<file path="src/rtl/face_normal_packer_assert.svh">
// ---------------------------------------------------------------------------
// Face normal packer assertion macros
// Concurrent assertion wrappers used by the output buffer of the block.
// ---------------------------------------------------------------------------
`ifndef FACE_NORMAL_PACKER_ASSERT_SVH
`define FACE_NORMAL_PACKER_ASSERT_SVH

`ifndef SYNTHESIS

// Checked on every rising edge outside reset.
`define FNP_ASSERT(label, ck, rs, prop, msg) \
  label: assert property (@(posedge ck) disable iff (rs) prop) else $error(msg);

// Checked on every rising edge, reset included.
`define FNP_ASSERT_ALWAYS(label, ck, prop, msg) \
  label: assert property (@(posedge ck) prop) else $error(msg);

`else

`define FNP_ASSERT(label, ck, rs, prop, msg)
`define FNP_ASSERT_ALWAYS(label, ck, prop, msg)

`endif

`endif

</file>
<file path="src/rtl/fnp_pkg.sv">
// ---------------------------------------------------------------------------
// Face normal packer package
// Payload types, datapath widths and constants shared by the block.
// ---------------------------------------------------------------------------
package fnp_pkg;

  // Coordinate width and the widths that follow from it.
  localparam int COORD_BITS = 16;
  localparam int DIFF_W     = COORD_BITS + 1;      // edge vector component
  localparam int HALF_W     = COORD_BITS + 1;      // half of a normal magnitude
  localparam int MUL_W      = HALF_W + 1;          // signed multiplier operand
  localparam int PROD_W     = 2 * MUL_W;           // multiplier product
  localparam int MAG_W      = 2 * HALF_W;          // normal component magnitude
  localparam int NRM_W      = MAG_W + 1;           // signed normal component
  localparam int SUM_W      = 2 * MAG_W;           // squared length
  localparam int LEN_W      = MAG_W;               // integer square root
  localparam int REM_W      = LEN_W + 3;           // square root remainder
  localparam int STEP_W     = $clog2(LEN_W);       // iteration counter

  // Code conversion: scale is 2^SCALE_SHIFT - 1.
  localparam int CODE_W      = 10;
  localparam int SCALE_SHIFT = 9;
  localparam int NUM_W       = LEN_W + 1 + SCALE_SHIFT;
  localparam int PACK_W      = 3 * CODE_W;
  localparam logic [CODE_W-1:0] CODE_SCALE = CODE_W'((1 << SCALE_SHIFT) - 1);
  localparam logic [CODE_W-1:0] CODE_MAX   = CODE_W'(2 * ((1 << SCALE_SHIFT) - 1));

  // Each packed word goes out once per vertex of the triangle.
  localparam int COPY_W = 2;
  localparam logic [COPY_W-1:0] NUM_COPIES = COPY_W'(3);
  localparam logic [COPY_W-1:0] LAST_COPY  = COPY_W'(1);

  // One vertex request.
  typedef struct packed {
    logic signed [COORD_BITS-1:0] pos_x;
    logic signed [COORD_BITS-1:0] pos_y;
    logic signed [COORD_BITS-1:0] pos_z;
  } vertex_t;

  // One normal request.
  typedef struct packed {
    logic [PACK_W-1:0] packed_normal;
    logic              degenerate;
    logic              last_of_triangle;
  } normal_t;

  // Load command from the sequencer into the output buffer.
  typedef struct packed {
    logic              valid;
    logic [PACK_W-1:0] word;
    logic              degenerate;
  } fnp_load_t;

endpackage

</file>
<file path="src/rtl/fnp_out_buf.sv">
// ---------------------------------------------------------------------------
// Face normal packer output buffer
// Holds one packed normal and presents it three times, marking the last.
// ---------------------------------------------------------------------------
`include "face_normal_packer_assert.svh"

module fnp_out_buf
  import fnp_pkg::*;
(
  input  logic      clk,
  input  logic      rst,
  input  fnp_load_t load,
  output logic      idle,
  output logic      normal_valid,
  input  logic      normal_ready,
  output normal_t   normal
);

  logic [COPY_W-1:0] left;
  logic [PACK_W-1:0] word;
  logic              degen;

  // Copy counter: filled on load, counted down per accepted request.
  always_ff @(posedge clk) begin
    if (rst) begin
      left <= '0;
    end else if (load.valid) begin
      left <= NUM_COPIES;
    end else if (normal_valid && normal_ready) begin
      left <= left - COPY_W'(1);
    end
  end

  // Payload is captured only on load.
  always_ff @(posedge clk) begin
    if (load.valid) begin
      word  <= load.word;
      degen <= load.degenerate;
    end
  end

  // Output request.
  assign idle                    = (left == '0);
  assign normal_valid            = !idle;
  assign normal.packed_normal    = word;
  assign normal.degenerate       = degen;
  assign normal.last_of_triangle = (left == LAST_COPY);

  // The sequencer only loads an empty buffer.
  `FNP_ASSERT(a_load_into_empty, clk, rst, load.valid |-> idle, "load while copies pending")
  // A load always yields exactly three copies.
  `FNP_ASSERT(a_load_fills, clk, rst, load.valid |=> (left == NUM_COPIES), "load did not fill")
  // Taking the last copy empties the buffer.
  `FNP_ASSERT(a_last_drains, clk, rst, (normal_valid && normal_ready && normal.last_of_triangle) |=> !normal_valid, "copy after last")
  // Reset leaves nothing to send.
  `FNP_ASSERT_ALWAYS(a_reset_empty, clk, rst |=> !normal_valid, "output valid after reset")

endmodule

</file>
<file path="src/rtl/face_normal_packer.sv">
// ---------------------------------------------------------------------------
// Face normal packer
// Flat triangle normals, packed as three 10-bit codes per vertex.
// ---------------------------------------------------------------------------
// Usage: vertices arrive on the vertex channel (valid/ready), one x, y, z
// triple per request; every three requests form one triangle a, b, c.
// The first two vertices of a triangle are held without a stall. On the
// third, the block computes n = (b-a) x (c-a), len = floor(sqrt(|n|^2)) and
// code_i = floor(511*(n_i+len)/len), and sends the packed word three times
// on the normal channel, the third copy with last_of_triangle set. A zero
// normal gives 511 in every field and sets degenerate.
// Busy phase: the third vertex keeps vertex_ready low while the block
// forms the cross product and the squared length on one shared 18x18
// multiplier, runs 34 square root steps and the three divides on one
// shared subtractor, and hands the word to the output buffer. The first
// copy is valid the cycle after that.
// Stalls: the output buffer holds one word; the next two vertices are
// still taken while it drains, and the next triangle waits at its hand-off
// only if copies are still pending. Reset empties the buffer and restarts
// the vertex count at the first vertex of a triangle.
// ---------------------------------------------------------------------------
module face_normal_packer
  import fnp_pkg::*;
(
  input  logic    clk,
  input  logic    rst,
  input  logic    vertex_valid,
  output logic    vertex_ready,
  input  vertex_t vertex,
  output logic    normal_valid,
  input  logic    normal_ready,
  output normal_t normal
);

  typedef enum logic [6:0] {
    S_IDLE     = 7'b0000001,
    S_CROSS    = 7'b0000010,
    S_SQUARE   = 7'b0000100,
    S_ROOT     = 7'b0001000,
    S_DIV_LOAD = 7'b0010000,
    S_DIV_STEP = 7'b0100000,
    S_EMIT     = 7'b1000000
  } state_t;

  localparam logic [1:0] PHASE_ZERO = 2'd0;
  localparam logic [1:0] PHASE_ONE  = 2'd1;
  localparam logic [1:0] PHASE_TWO  = 2'd2;

  localparam logic [1:0] COMP_X = 2'd0;
  localparam logic [1:0] COMP_Y = 2'd1;
  localparam logic [1:0] COMP_Z = 2'd2;

  // Cross product uses the first two parts, squaring all three.
  localparam logic [1:0] PART_HH = 2'd0;
  localparam logic [1:0] PART_HL = 2'd1;
  localparam logic [1:0] PART_LL = 2'd2;

  state_t            state;
  logic [1:0]        phase;
  vertex_t           held_a;
  vertex_t           held_b;
  logic [1:0]        comp;
  logic [1:0]        part;
  logic              half;
  logic [STEP_W-1:0] step;

  logic signed [DIFF_W-1:0] e1_x, e1_y, e1_z;
  logic signed [DIFF_W-1:0] e2_x, e2_y, e2_z;
  logic signed [NRM_W-1:0]  nrm_x, nrm_y, nrm_z, acc;
  logic signed [PROD_W-1:0] prod;
  logic [SUM_W-1:0]         sum;
  logic [REM_W-1:0]         rem;
  logic [LEN_W-1:0]         root;
  logic [NUM_W-1:0]         dvd;
  logic [NUM_W-1:0]         dvs;
  logic [CODE_W-1:0]        quo;
  logic [CODE_W-1:0]        code_x, code_y, code_z;
  logic                     degen;

  logic signed [NRM_W-1:0]  nrm_sel;
  logic [MAG_W-1:0]         mag;
  logic signed [MUL_W-1:0]  mul_a, mul_b;
  logic [SUM_W-1:0]         sq_term;
  logic [REM_W-1:0]         rem_sh;
  logic [REM_W-1:0]         trial;
  logic [NUM_W-1:0]         alu_a, alu_b;
  logic [NUM_W:0]           alu_diff;
  logic                     alu_ge;
  logic [NUM_W-1:0]         num_base;
  logic [NUM_W-1:0]         num;
  logic [CODE_W-1:0]        quo_last;
  logic [CODE_W-1:0]        code_new;
  logic                     buf_idle;
  fnp_load_t                load;

  assign vertex_ready = (state == S_IDLE);

  // Normal component picked by the component counter.
  always_comb begin
    unique case (comp)
      COMP_Y:  nrm_sel = nrm_y;
      COMP_Z:  nrm_sel = nrm_z;
      default: nrm_sel = nrm_x;
    endcase
    mag = nrm_sel[NRM_W-1] ? MAG_W'(-nrm_sel) : MAG_W'(nrm_sel);
  end

  // Operands of the shared multiplier.
  always_comb begin
    mul_a = MUL_W'(e1_y);
    mul_b = MUL_W'(e2_z);
    if (state == S_CROSS) begin
      unique case ({comp, part[0]})
        {COMP_X, 1'b1}: begin mul_a = MUL_W'(e1_z); mul_b = MUL_W'(e2_y); end
        {COMP_Y, 1'b0}: begin mul_a = MUL_W'(e1_z); mul_b = MUL_W'(e2_x); end
        {COMP_Y, 1'b1}: begin mul_a = MUL_W'(e1_x); mul_b = MUL_W'(e2_z); end
        {COMP_Z, 1'b0}: begin mul_a = MUL_W'(e1_x); mul_b = MUL_W'(e2_y); end
        {COMP_Z, 1'b1}: begin mul_a = MUL_W'(e1_y); mul_b = MUL_W'(e2_x); end
        default: begin mul_a = MUL_W'(e1_y); mul_b = MUL_W'(e2_z); end
      endcase
    end else begin
      unique case (part)
        PART_HH: begin
          mul_a = signed'({1'b0, mag[MAG_W-1:HALF_W]});
          mul_b = signed'({1'b0, mag[MAG_W-1:HALF_W]});
        end
        PART_HL: begin
          mul_a = signed'({1'b0, mag[MAG_W-1:HALF_W]});
          mul_b = signed'({1'b0, mag[HALF_W-1:0]});
        end
        default: begin
          mul_a = signed'({1'b0, mag[HALF_W-1:0]});
          mul_b = signed'({1'b0, mag[HALF_W-1:0]});
        end
      endcase
    end
  end

  // Partial square placed at its weight in the squared length.
  always_comb begin
    unique case (part)
      PART_HH: sq_term = SUM_W'(prod[2*HALF_W-1:0]) << (2 * HALF_W);
      PART_HL: sq_term = SUM_W'(prod[2*HALF_W-1:0]) << (HALF_W + 1);
      default: sq_term = SUM_W'(prod[2*HALF_W-1:0]);
    endcase
  end

  // Shared subtract and compare unit for the root and divide steps.
  assign rem_sh = {rem[REM_W-3:0], sum[SUM_W-1 -: 2]};
  assign trial  = REM_W'({root, 2'b01});

  always_comb begin
    unique case (state)
      S_ROOT: begin
        alu_a = NUM_W'(rem_sh);
        alu_b = NUM_W'(trial);
      end
      default: begin
        alu_a = dvd;
        alu_b = dvs;
      end
    endcase
    alu_diff = {1'b0, alu_a} - {1'b0, alu_b};
    alu_ge   = !alu_diff[NUM_W];
  end

  // Dividend 511 * (n + len), as a shift and a subtract.
  assign num_base = NUM_W'(nrm_sel) + NUM_W'(root);
  assign num      = (num_base << SCALE_SHIFT) - num_base;

  // Final quotient, clamped, with the zero-length case forced to mid scale.
  assign quo_last = {quo[CODE_W-2:0], alu_ge};
  assign code_new = degen ? CODE_SCALE :
                    (quo_last > CODE_MAX) ? CODE_MAX : quo_last;

  // Sequencer and datapath registers.
  always_ff @(posedge clk) begin
    if (rst) begin
      state <= S_IDLE;
      phase <= PHASE_ZERO;
    end else begin
      unique case (state)
        S_IDLE: begin
          if (vertex_valid) begin
            case (phase)
              PHASE_ONE: begin
                held_b <= vertex;
                phase  <= PHASE_TWO;
              end
              PHASE_TWO: begin
                e1_x  <= DIFF_W'(held_b.pos_x) - DIFF_W'(held_a.pos_x);
                e1_y  <= DIFF_W'(held_b.pos_y) - DIFF_W'(held_a.pos_y);
                e1_z  <= DIFF_W'(held_b.pos_z) - DIFF_W'(held_a.pos_z);
                e2_x  <= DIFF_W'(vertex.pos_x) - DIFF_W'(held_a.pos_x);
                e2_y  <= DIFF_W'(vertex.pos_y) - DIFF_W'(held_a.pos_y);
                e2_z  <= DIFF_W'(vertex.pos_z) - DIFF_W'(held_a.pos_z);
                phase <= PHASE_ZERO;
                comp  <= COMP_X;
                part  <= PART_HH;
                half  <= 1'b0;
                state <= S_CROSS;
              end
              default: begin
                held_a <= vertex;
                phase  <= PHASE_ONE;
              end
            endcase
          end
        end

        // Two products per component: multiply, then combine.
        S_CROSS: begin
          half <= !half;
          if (!half) begin
            prod <= PROD_W'(mul_a) * PROD_W'(mul_b);
          end else if (part == PART_HH) begin
            acc  <= prod[NRM_W-1:0];
            part <= PART_HL;
          end else begin
            unique case (comp)
              COMP_Y:  nrm_y <= acc - prod[NRM_W-1:0];
              COMP_Z:  nrm_z <= acc - prod[NRM_W-1:0];
              default: nrm_x <= acc - prod[NRM_W-1:0];
            endcase
            part <= PART_HH;
            if (comp == COMP_Z) begin
              comp  <= COMP_X;
              sum   <= '0;
              state <= S_SQUARE;
            end else begin
              comp <= comp + 2'd1;
            end
          end
        end

        // Three partial squares per component, accumulated.
        S_SQUARE: begin
          half <= !half;
          if (!half) begin
            prod <= PROD_W'(mul_a) * PROD_W'(mul_b);
          end else begin
            sum <= sum + sq_term;
            if (part == PART_LL) begin
              part <= PART_HH;
              if (comp == COMP_Z) begin
                rem   <= '0;
                root  <= '0;
                step  <= STEP_W'(LEN_W - 1);
                state <= S_ROOT;
              end else begin
                comp <= comp + 2'd1;
              end
            end else begin
              part <= part + 2'd1;
            end
          end
        end

        // One root bit per cycle, two radicand bits shifted in.
        S_ROOT: begin
          sum  <= sum << 2;
          rem  <= alu_ge ? alu_diff[REM_W-1:0] : rem_sh;
          root <= {root[LEN_W-2:0], alu_ge};
          step <= step - STEP_W'(1);
          if (step == '0) begin
            degen <= ({root[LEN_W-2:0], alu_ge} == '0);
            comp  <= COMP_X;
            state <= S_DIV_LOAD;
          end
        end

        S_DIV_LOAD: begin
          dvd   <= num;
          dvs   <= NUM_W'(root) << (CODE_W - 1);
          quo   <= '0;
          step  <= STEP_W'(CODE_W - 1);
          state <= S_DIV_STEP;
        end

        // Restoring division, one quotient bit per cycle.
        S_DIV_STEP: begin
          if (alu_ge) begin
            dvd <= alu_diff[NUM_W-1:0];
          end
          dvs  <= dvs >> 1;
          quo  <= quo_last;
          step <= step - STEP_W'(1);
          if (step == '0) begin
            unique case (comp)
              COMP_Y:  code_y <= code_new;
              COMP_Z:  code_z <= code_new;
              default: code_x <= code_new;
            endcase
            if (comp == COMP_Z) begin
              state <= S_EMIT;
            end else begin
              comp  <= comp + 2'd1;
              state <= S_DIV_LOAD;
            end
          end
        end

        S_EMIT: begin
          if (buf_idle) begin
            state <= S_IDLE;
          end
        end

        default: begin
          state <= S_IDLE;
        end
      endcase
    end
  end

  // Hand-off of the finished word to the output buffer.
  assign load.valid      = (state == S_EMIT) && buf_idle;
  assign load.word       = {code_z, code_y, code_x};
  assign load.degenerate = degen;

  fnp_out_buf u_out_buf (
    .clk          (clk),
    .rst          (rst),
    .load         (load),
    .idle         (buf_idle),
    .normal_valid (normal_valid),
    .normal_ready (normal_ready),
    .normal       (normal)
  );

endmodule

</file>
<file path="config.mk">
export PLATFORM = sky130hd
export DESIGN_NAME = face_normal_packer
export DESIGN_NICKNAME = d
export VERILOG_FILES = /design/src/rtl/fnp_pkg.sv /design/src/rtl/fnp_out_buf.sv /design/src/rtl/face_normal_packer.sv
export VERILOG_INCLUDE_DIRS = /design/src /design/src/rtl
export SDC_FILE = /design/constraint.sdc
export NUM_CORES = 2
export LEC_CHECK = 0
export ABC_AREA = 1
export BUFFER_PORTS_ARGS = -buffer_cell sky130_fd_sc_hd__buf_4
export CORE_MARGIN = 4
export CORE_UTILIZATION = 58
export CTS_BUF_LIST = sky130_fd_sc_hd__clkbuf_4 sky130_fd_sc_hd__clkbuf_8
export CTS_CLUSTER_SIZE = 10
export DETAILED_ROUTE_END_ITERATION = 6
export HOLD_SLACK_MARGIN = 0.15
export PLACE_DENSITY = 0.81
export SLEW_MARGIN = 20
export SYNTH_ARGS = -nofsm -noshare
export SYNTH_HDL_FRONTEND = slang
export SYNTH_SLANG_ARGS = --single-unit
export TNS_END_PERCENT = 1
</file>
<file path="constraint.sdc">
create_clock -name clk -period 12 [get_ports clk]
set_clock_uncertainty 0.2 [all_clocks]
set_input_delay 1.2 -clock clk [delete_from_list [all_inputs] [get_ports clk]]
set_output_delay 1.2 -clock clk [all_outputs]
set_load 0.01 [all_outputs]
</file>
==> results by group <==
Yosys
  • Sequential element share of the synthesized area: 35.12%
  • Mapped Avg Cell Area: 8.325 µm²
  • Yosys reg bits: 690
  • Top FF cell, synth: edfxtp_1
  • Async set or reset register ratio after synthesis: 0%
  • Most instantiated cells after synthesis: nand2_1, inv_1, edfxtp_1, nor2_1, a21oi_1
  • Syn nets: 7,844
  • Yosys warns: 0
  • Distinct cell type count of the synthesized netlist: 69
  • Top cell type's share of synthesized area: 34.75%
  • Mapped Cells: 7,049
  • Area leader, netlist: edfxtp_1
  • Mapped cell area: 0.05868 mm²
  • Count leader, synth: nand2_1
  • Synth area leaders: edfxtp_1, fa_1, nand2_1, ha_1, inv_1
  • Number of synthesized flops with an enable pin: 679

Worst setup path
  • Crit Path Class: flip-flop to flip-flop
  • Reg2Reg Setup Slack: 1830 ps
  • Worst endpoint required time: 12,280 ps
  • CP most frequent cell: fa_1
  • Crit. End Element: flip-flop
  • CP max FO: 49
  • Crit Reg-Reg Endpoint: prod[31]$_DFFE_PP_
  • Slowest stage delay, CP: 850 ps
  • Arrival time worst endpoint: 10,450 ps
  • Slowest-stage cell, CP: ha_2
  • Critical R2R Launch: comp[0]$_DFFE_PP_
  • CP Launch Type: flip-flop
  • Reg2Reg Depth: 32

Detailed routing
  • Routed length per instance: 23.21 µm
  • Initial DRT Pass Iterations: 7
  • Initial drt markers: 5,716
  • DRT antenna net count: 0
  • Vias: 50,870
  • Routed WL: 199,600 µm
  • Residual DRC count: 0
  • Vias per inst: 5.916

Placed design
  • IO Port Bufs: 85
  • Pre-CTS WS: 2088 ps
  • Final Wtd Congestion: 1.061
  • Detailed Place HPWL: 161,500 µm

Clock network
  • CTS max path bufs: 3
  • Number of buffers created by CTS: 117
  • # hold bufs at CTS: 0
  • Htree depth: 3
  • Clock sinks: 690
  • Post-CTS sizing: 0
  • Root buffer cell: clkbuf_8
  • Buffer count from post-CTS setup fixing: 0
  • Worst-path clk slew: 60 ps
  • CTS tree: built
  • Clock Latency Late Sink: 810 ps

Floorplanning
  • Chip height: 326.1 µm
  • # rows: 116
  • IO Count: 86
  • Die area: 0.1063 mm²
  • Starting Density: 58.51%
  • Die Wd: 326.1 µm
  • Core region area: 0.1003 mm²

Timing
  • Max Slew Vio Count: 0
  • Tmin final: 10,170 ps
  • Tcrit/Tclk final: 84.72%
  • Final setup margin: 1834 ps
  • Final hold violations: 0
  • Final setup fails: 0
  • RSZ-0062 raised after global routing: no
  • Slew headroom: 23.88%
  • Fmax: 98.36 MHz
  • Fin Setup TNS: 0 ps
  • Worst-Margin Slew: 1130 ps
  • Final hold slack: 214.7 ps

Cells and area
  • Nets: 7,942
  • Area Overhead vs Synth: 7.751%
  • Finished Core Util: 63.05%
  • Fill cell count: 8,596
  • Share of layout cells above drive strength 1: 7.056%

GRT
  • Initial antenna violation count: 5
  • Tot GR Track Use: 37.00%
  • Largest net degree at the start of global routing: 88
  • Grt ovf: 0
  • Vias in the first global route: 49,970
  • First-pass GRT wire length: 297,600 µm

Outcome
  • Status: completed

Hold path
  • Hold endpoint: u_out_buf.word[26]$_DFFE_PP_
  • Hold path start: code_z[6]$_DFFE_PP_
  • Hold Path Depth: 0
  • HP Class: flip-flop to flip-flop

Job
  • Max cap viols: 0
==> kinds of logic after synthesis <==
family	synth area share [%]
adder cells (fa/ha/maj)	20.09
flip-flops	35.12
AND/OR/NAND/NOR	18.91
XOR/XNOR	3.821
AO/OA/AOI/OAI	12.74
buffers and inverters	9.318
==> layout make-up <==
cell class              count  area, µm²  area share [%]
clock inverters            60      634.4           1.003
clock buffers             154       1894           2.996
flip-flops and latches    690      20610           32.60
diodes                      1      2.502        0.003958
multi-input cells        4968      32740           51.78
well taps                1357       1698           2.685
inverters                1246       4687           7.413
repair buffers            124      963.4           1.524
==> state kept, by name (all words and copies together) (netlist names), 30 cells and up <==
register        flops
sum                68
held_a             48
held_b             48
dvd                44
dvs                43
acc                35
nrm_x              35
nrm_y              35
nrm_z              35
prod               35
rem                35
root               34
u_out_buf.word     30
==> cell usage in the layout (no fill, tap or decap), types with 122 or more instances in the layout <==
cell / synthesis / final
nand3_1: 282 / 282
o21ai_0: 392 / 391
fa_1: 332 / 332
inv_1: 1196 / 1193
nand2_1: 1490 / 1488
nor2_1: 640 / 633
xor2_1: 153 / 153
edfxtp_1: 679 / 679
a21oi_1: 520 / 517
ha_1: 411 / 410
buf_4: 13 / 122
==> through the flow <==
step | std cells | cell area, µm²
floorplan | 7049 | 58680
global placement | 8383 | 60640
detailed placement | 8385 | 60680
CTS | 8599 | 63210
global route | 8599 | 63230
finish | 8600 | 63230
==> how the worst max path moves through the flow <==
stage	depth (start not counted)	to	startpoint
after floorplan	37	prod[31]$_DFFE_PP_	comp[0]$_DFFE_PP_
after global placement	37	prod[31]$_DFFE_PP_	comp[0]$_DFFE_PP_
after detailed placement	32	prod[31]$_DFFE_PP_	comp[0]$_DFFE_PP_
after CTS	32	prod[31]$_DFFE_PP_	comp[0]$_DFFE_PP_
after global routing	31	prod[31]$_DFFE_PP_	comp[0]$_DFFE_PP_
final	32	prod[31]$_DFFE_PP_	comp[0]$_DFFE_PP_
==> critical path, delay by kind of cell (launching register included) <==
| family | cells | cell delay, ps |
|---|---|---|
| compound gates | 10 | 2150 |
| flops | 1 | 450 |
| simple gates | 4 | 590 |
| fa+ha+maj | 8 | 4420 |
| buf+inv | 8 | 1710 |
| xor+xnor | 2 | 310 |
==> metal layers <==
layer	up-vias	global-route usage [%]	wire (µm)
met5	-	0	64
met4	8	21.04	13880
met3	575	7.242	17730
met2	2697	60.77	92850
met1	24140	45.86	75040
li1	23450	-	-
Power is not shown: default switching activity piles up to over one toggle a cycle in this logic, so the estimate is an artifact.
